--- src/rtl/core/sem_pkg.sv ---
package sem_pkg;

  // configuration register map
  localparam int CFG_IDX_W   = 1;
  localparam int CFG_DATA_W  = 16;
  localparam logic [CFG_IDX_W-1:0] REG_FRAME_WIDTH  = 1'b0;
  localparam logic [CFG_IDX_W-1:0] REG_FRAME_HEIGHT = 1'b1;

  // register widths and reset values
  localparam int WIDTH_BITS  = 11;
  localparam int HEIGHT_BITS = 16;
  localparam logic [WIDTH_BITS-1:0]  WIDTH_RESET  = 11'd640;
  localparam logic [HEIGHT_BITS-1:0] HEIGHT_RESET = 16'd480;

  // result fields
  localparam int MAG_BITS    = 11;
  localparam int OUT_TDATA_W = 16;

  // commands from the controller to the datapath
  typedef struct packed {
    logic accept;     // latch pixel, read line stores
    logic load;       // write line stores, kernels, shift window, step counters
    logic square;     // squares and sum, start square root
    logic root_step;  // one square root iteration
    logic out_load;   // move root and flag into the output register
  } dp_cmd_t;

  // status from the datapath to the controller
  typedef struct packed {
    logic pos_valid;  // current pixel sits at a full window position
    logic root_last;  // square root is on its final iteration
  } dp_status_t;

endpackage

--- src/rtl/core/sem_ctrl.sv ---
module sem_ctrl (
  input  logic                clk,
  input  logic                rst_n,
  input  logic                in_tvalid,
  output logic                in_tready,
  output logic                out_tvalid,
  input  logic                out_tready,
  input  sem_pkg::dp_status_t status,
  output sem_pkg::dp_cmd_t    cmd
);
  import sem_pkg::*;

  typedef enum logic [2:0] {
    S_IDLE,
    S_LOAD,
    S_SQUARE,
    S_ROOT,
    S_DONE
  } state_t;

  state_t state_r, state_nxt;
  logic   out_valid_r, out_valid_nxt;

  assign in_tready  = (state_r == S_IDLE);
  assign out_tvalid = out_valid_r;

  // commands decoded from state and the stream handshakes
  always_comb begin
    cmd           = '0;
    cmd.accept    = (state_r == S_IDLE) && in_tvalid;
    cmd.load      = (state_r == S_LOAD);
    cmd.square    = (state_r == S_SQUARE);
    cmd.root_step = (state_r == S_ROOT);
    cmd.out_load  = (state_r == S_DONE) && (!out_valid_r || out_tready);
  end

  // next state
  always_comb begin
    state_nxt     = state_r;
    out_valid_nxt = out_valid_r;
    if (cmd.out_load) begin
      out_valid_nxt = 1'b1;
    end else if (out_tready) begin
      out_valid_nxt = 1'b0;
    end
    case (state_r)
      S_IDLE:   if (in_tvalid) state_nxt = S_LOAD;
      S_LOAD:   state_nxt = status.pos_valid ? S_SQUARE : S_IDLE;
      S_SQUARE: state_nxt = S_ROOT;
      S_ROOT:   if (status.root_last) state_nxt = S_DONE;
      S_DONE:   if (cmd.out_load) state_nxt = S_IDLE;
      default:  state_nxt = S_IDLE;
    endcase
  end

  always_ff @(posedge clk) begin
    if (!rst_n) begin
      state_r     <= S_IDLE;
      out_valid_r <= 1'b0;
    end else begin
      state_r     <= state_nxt;
      out_valid_r <= out_valid_nxt;
    end
  end

  // a full output register is never overwritten
  assert property (@(posedge clk) disable iff (!rst_n)
    cmd.out_load |-> (!out_valid_r || out_tready))
    else $error("output register overwritten");

  // an accepted pixel goes straight to the load step
  assert property (@(posedge clk) disable iff (!rst_n)
    (in_tvalid && in_tready) |=> (state_r == S_LOAD))
    else $error("accepted pixel not loaded");

  // the last root iteration hands over to the output step
  assert property (@(posedge clk) disable iff (!rst_n)
    (state_r == S_ROOT && status.root_last) |=> (state_r == S_DONE))
    else $error("square root did not finish");

  // a result leaves only when taken
  assert property (@(posedge clk) disable iff (!rst_n)
    $fell(out_valid_r) |-> $past(out_tready))
    else $error("result dropped");

endmodule

--- config.mk ---
export PLATFORM = sky130hd
export DESIGN_NAME = sem_ctrl
export DESIGN_NICKNAME = d
export VERILOG_FILES = /design/src/rtl/core/sem_pkg.sv /design/src/rtl/core/sem_ctrl.sv
export SDC_FILE = /design/constraint.sdc
export NUM_CORES = 1
export LEC_CHECK = 0
export BUFFER_PORTS_ARGS = -buffer_cell sky130_fd_sc_hd__buf_2
export CAP_MARGIN = 10
export CORE_AREA = 2 2 39 41
export DETAILED_ROUTE_END_ITERATION = 7
export DIE_AREA = 0 0 41 43
export GPL_ROUTABILITY_DRIVEN = 0
export PLACE_DENSITY_LB_ADDON = 0.12
export SYNTH_ARGS = -nofsm -noshare
export SYNTH_HDL_FRONTEND = slang
export SYNTH_SLANG_ARGS = --single-unit
--- constraint.sdc ---
create_clock -name clk -period 2.4 [get_ports clk]
set_clock_uncertainty 0.05 [all_clocks]
set_input_delay 0.48 -clock clk [delete_from_list [all_inputs] [get_ports clk]]
set_output_delay 0.48 -clock clk [all_outputs]
set_load 0.02 [all_outputs]
==> results of run 1 <==
-- power breakdown --
part / leakage, nW / total [mW] / switching (mW) / internal [mW]
registers: 0.0326 / 0.0746 / 0.00499 / 0.0696
logic: 0.102 / 0.0360 / 0.0198 / 0.0162
clock network: 0.0138 / 0.0785 / 0.0229 / 0.0556
total: 0.148 / 0.189 / 0.0478 / 0.141
-- cell families after synthesis --
| group | count (synthesis) | share of synthesized area |
|---|---|---|
| and+or+nand+nor | 16 | 0.3641 |
| AOI/OAI and AO/OA | 7 | 0.2000 |
| DFF | 4 | 0.3282 |
| buffers and inverters | 3 | 0.1077 |
-- flip-flops by register name (all words and copies together), names as in the netlist --
signal	flops
out_tvalid	1
state_r	3
-- metrics by stage --
stage          instances  worst slack (ns)  hold slack, ns  cell area (um^2)  power (mW)
6_report              58            0.7017          0.4363             320.3      0.1891
5_1_grt               58            0.5783          0.4297             320.3      0.2079
4_1_cts               58            0.6980          0.4314             320.3      0.1953
3_5_place_dp          55            0.8875          0.5740             297.8      0.1122
3_3_place_gp          55            0.9021          0.5787             297.8      0.1124
2_1_floorplan         30            0.6047          0.5198             244.0     0.09893
-- synthesized netlist by cell type, types with 2 or more instances --
master | number | area share
nand2_1 | 2 | 0.031
nor2_1 | 4 | 0.062
dfxtp_1 | 4 | 0.33
buf_4 | 2 | 0.062
nor2b_1 | 4 | 0.10
-- how the worst max path moves through the flow --
| stage | slack (ns) | to | start | cells past startpoint |
|---|---|---|---|---|
| 2_1_floorplan | 0.60 | cmd[4] | state_r[2] | 3 |
| 3_3_place_gp | 0.90 | cmd[0] | out_tready | 4 |
| 3_5_place_dp | 0.89 | cmd[0] | out_tready | 4 |
| 4_1_cts | 0.70 | cmd[3] | state_r[0] | 3 |
| 5_1_grt | 0.58 | cmd[3] | state_r[0] | 3 |
| 6_report | 0.70 | cmd[3] | state_r[0] | 3 |
-- cell type report --
type,instances,area share
clock buffers,3,0.07031
multi-input cells,23,0.4297
flip-flops and latches,4,0.2500
well taps,16,0.06250
repair buffers,12,0.1875
-- routing by layer --
layer	vias up	routed length, um	global-route usage
met5	-	0	0
met1	106	206	0.08682
met3	0	37	0.07853
met2	6	249	0.1000
met4	0	0	0.04000
li1	126	-	-
-- worst max-delay path, cell delays in order, from the launching register on --
cell and delay [ns]:
dfxtp_1 0.44, nor2b_1 0.19, nor2b_1 0.14, buf_2 0.17
==> impl_results.md, run 1 <==
- Hold Path End: state_r[1]
- Mean Syn Cell Area: 8.133 um^2
- Max frequency: 588.8 MHz
- Core Area: approximately 1400 um^2
- Hold depth: 3
- Final max-slew violation count: 0
- Ys async rst share: 0
- Post-cts sizing count: 0
- RSZ-0062 raised after global routing: no
- Root buffer cell: clkbuf_4
- Final hold viol count: 0
- FF-to-FF Start: state_r[2]
- Fill cells: 170
- Final setup violation count: 0
- Seq/Total Area, Yosys: 0.3282
- Setup Fix Bufs, Post-CTS: 0
- Die height: 43 um
- Kind of critical path: register to primary output
- Register area: between 80 and 90 um^2
- IO Pins: 13
- Tightest Pin Transition: around 0.26 ns
- Register-to-register setup slack: about 1.4 ns
- CTS sink count: 4
- Yosys reg bits: 4
- Hold Startpoint: status[1]
- Commonest non-fill, non-tap cell in the layout: buf_2
- DRT iter0 DRCs: 1
- Max-Cap Viols: 0
- Min Tclk post-route: 1.698 ns
- TritonRoute pass-1 iters: 2
- Status: complete, no violations
- Width of the die: slightly above 40 um
- Setup TNS: 0 ns
- Hold_buf cts: 0
- CP startpoint kind: register
- Initial antenna violation count: 0
- Worst r2r dst: state_r[2]
- Worst-Skew Late Latency: 0.23 ns
- Max VDD drop: 248.5 uV
- Die area: 1763 um^2
- Synth Flop Type: dfxtp_1
- Initial core utilization: 0.1763
- Ratio of cells with drive above 1 in the final layout: 0.3810
- Critical Path End Type: primary output
- Core Util, Final: 0.2315
- R2R depth: 3
- Row Count: 14
- Slew margin rel.: 0.8274
- H-Tree Depth: 1
- Post-synth EDFFs: 0
- Clock slew at reported path FFs: 0.03 ns
- Layout area overhead: 31.28%
- Synth Cell Area: 244.0 um^2
- Critical Path RT: 1.87 ns
- Vias in the first global route: 235
- Nets: 50
- N_diodes: 0
- Hpwl dp: 407.4 um
- DR vias/cell: just over 4
- First-pass GRT wire length: 890 um
- Commonest cells after routing, fill and taps aside: buf_2, nor2b_1, nor2_1, dfxtp_1, clkbuf_4
- PortBufs: 12
- Avg WL per Cell: roughly 8.5 um
- Syn Inst Count: 30
- Via count: 238
- Power Dens Cells: 590.4 nW/um^2
- Clock Path Buffers: 2
- DRC: 0
- Pleak: around 0.15 nW
- Largest net degree at the start of global routing: 10
- Final worst path period share: 0.7076
- Worst Hold Class: input pin to register
- Unique masters post-synth: 19
- Worst-path maximum fanout: 8
- GRT overflow: 0
- Arr. time, crit path: 1.17 ns
- Ys Warns: 0
- Num CTS Buffers: 3
- Synthesized Nets: 36
- CTS tree: done
- DRT antenna net count: 0
- Tot GR Track Use: 0.08032
- Routed wire length: 494 um
- Multi-input logic area: between 100 and 150 um^2
Note: power is estimated with default switching activity, not from simulation.
==> inputs of run 2 (changes only) <==
- clock period: 2.4 -> 1.7 ns (I/O delays scaled with it)
==> run 2 against run 1 <==
Compared with the run above:
- clock power is 45% higher
- core utilization unchanged
- sequential share of layout area did not move
- global-route usage is 1.1 points lower
- flip-flop and latch count is the same
- cell count unchanged
- critical endpoint unchanged
==> impl_results.md, run 2 (synthesized netlist as in run 1, its figures left out) <==
- Status: complete, no violations
- Worst Hold Class: input pin to register
- Min Tclk post-route: 1.574 ns
- Initial core utilization: 0.1763 (unchanged)
- Finished Cell Area: 320.3 um^2 (unchanged)
- DRT antenna net count: 0 (unchanged)
- Max-Cap Viols: 0 (unchanged)
- FF-to-FF Start: state_r[2]
- RSZ-0062 raised after global routing: no
- DRC: 0 (unchanged)
- Die area: 1763 um^2 (unchanged)
- Arr. time, crit path: 1.18 ns (about the same)
- Core Area: 1384 um^2 (unchanged)
- PortBufs: 12 (unchanged)
- H-Tree Depth: 1 (unchanged)
- Kind of critical path: register to primary output
- Worst-path maximum fanout: 8 (unchanged)
- Buf/Inv on CP: 1 (unchanged)
- Final worst path period share: 0.9260
- Core Util, Final: 0.2315 (unchanged)
- GRT overflow: 0 (unchanged)
- Most used cell, CP: nor2b_1
- Post-DP Area: 297.8 um^2 (unchanged)
- Critical Path Source: state_r[0]
- Clock Path Buffers: 2 (unchanged)
- Final setup violation count: 0 (unchanged)
- Post-cts sizing count: 0 (unchanged)
- Commonest cells after routing, fill and taps aside: buf_2, nor2b_1, nor2_1, dfxtp_1, clkbuf_4
- Row Count: 14 (unchanged)
- Hold Startpoint: status[1]
- Die height: 43 um (unchanged)
- Nets: 50 (unchanged)
- Clock slew at reported path FFs: 0.03 ns (about the same)
- Power, Total: 270.4 uW (+43%)
- Largest register FFs: 3 (unchanged)
- Final max-slew violation count: 0 (unchanged)
- Largest reg by FF count: state_r
- N_diodes: 0 (unchanged)
- CP startpoint kind: register
- Critical Path RT: 1.31 ns (-0.56 ns)
- CTS sink count: 4 (unchanged)
- Num CTS Buffers: 3 (unchanged)
- Width of the die: 41 um (unchanged)
- Max VDD drop: 298.1 uV (+20%)
- Vias in the first global route: 194 (-17%)
- DRT iter0 DRCs: 13 (+12)
- Power Dens Cells: 844.2 nW/um^2 (+43%)
- Commonest non-fill, non-tap cell in the layout: buf_2
- Non-filler cells, final: 58 (unchanged)
- Fill cells: 169 (-0.59%)
- Via count: 245 (+2.9%)
- First-pass GRT wire length: 786 um (-12%)
- # placed instances: 55 (unchanged)
- Avg WL per Cell: 8.948 um (+5.1%)
- Critical Path Slowest Stage Cell: dfxtp_1
- Crit-path leading delay family: flip-flops
- CTS tree: done
- Max frequency: 635.3 MHz
- IO Pins: 13 (unchanged)
- Largest net degree at the start of global routing: 10 (unchanged)
- Tightest Pin Transition: 0.2648 ns (+0.006223 ns)
- Final hold viol count: 0 (unchanged)
- TritonRoute pass-1 iters: 4 (+2)
- Setup Fix Bufs, Post-CTS: 0 (unchanged)
- Root buffer cell: clkbuf_4
- Pleak: 0.1482 nW (unchanged)
- Initial antenna violation count: 0 (unchanged)
- Hpwl dp: 417 um (+2.4%)
- CP Cell Sequence: nor2b_1 > nor2b_1 > buf_2
- Worst-Skew Late Latency: 0.23 ns (about the same)
- Critical Path End Type: primary output
- Setup TNS: 0 ns (unchanged)
- Tot GR Track Use: 0.06921 (-0.01111)
- Hold_buf cts: 0 (unchanged)
- Routed wire length: 519 um (+5.1%)
- Layout area overhead: 31.28% (unchanged)
- Slew margin rel.: 0.8232 (-0.004154)
- CP peak stage delay: 0.43 ns (about the same)
- DR vias/cell: 4.224 (+2.9%)
- Ratio of cells with drive above 1 in the final layout: 0.3810 (unchanged)
## run 2: per-stage QoR
stage,worst slack (ns),hold slack [ns]
global placement,0.3637,0.5470
global route,0.06864,0.3189
detailed placement,0.3696,0.5418
finish,0.1258,0.3039
floorplan,0.04470,0.4182
CTS,0.1208,0.3017
## run 2: layer usage
metal	GRT usage	vias to the layer above	share of wire
met5	0	-	0
met4	0.04000	0	0
met3	0.04712	0	0.092
met2	0.08438	8	0.52
met1	0.08654	111	0.39
li1	-	126	-
## run 2: final cells by class
cell class,instances,area [um^2],share of cell area
multi-input cells,23,137.6,0.4297
flip-flops and latches,4,80.08,0.2500
repair buffers,12,60.06,0.1875
clock buffers,3,22.52,0.07031
well taps,16,20.02,0.06250
## run 2: power by group
part / total, mW / switching [mW] / leakage (nW) / internal, mW
sequential: 0.105 / 0.00702 / 0.0326 / 0.0981
clock: 0.114 / 0.0351 / 0.0138 / 0.0787
combinational: 0.0514 / 0.0285 / 0.102 / 0.0229
total: 0.270 / 0.0707 / 0.148 / 0.200
## run 2: path summary, 6_finish.rpt
| kind | to | slack (ns) | cells past startpoint |
|---|---|---|---|
| hold reg to reg | state_r[2] | 0.57 | 2 |
| setup / recovery | cmd[3] | 0.13 | 3 |
| setup reg to reg | state_r[2] | 0.67 | 3 |
| hold / removal | state_r[1] | 0.30 | 3 |
## run 2: tightest hold or removal path: stages
cell and delay, ns:
buf_2 0.07, a22oi_1 0.05, nor2_1 0.07
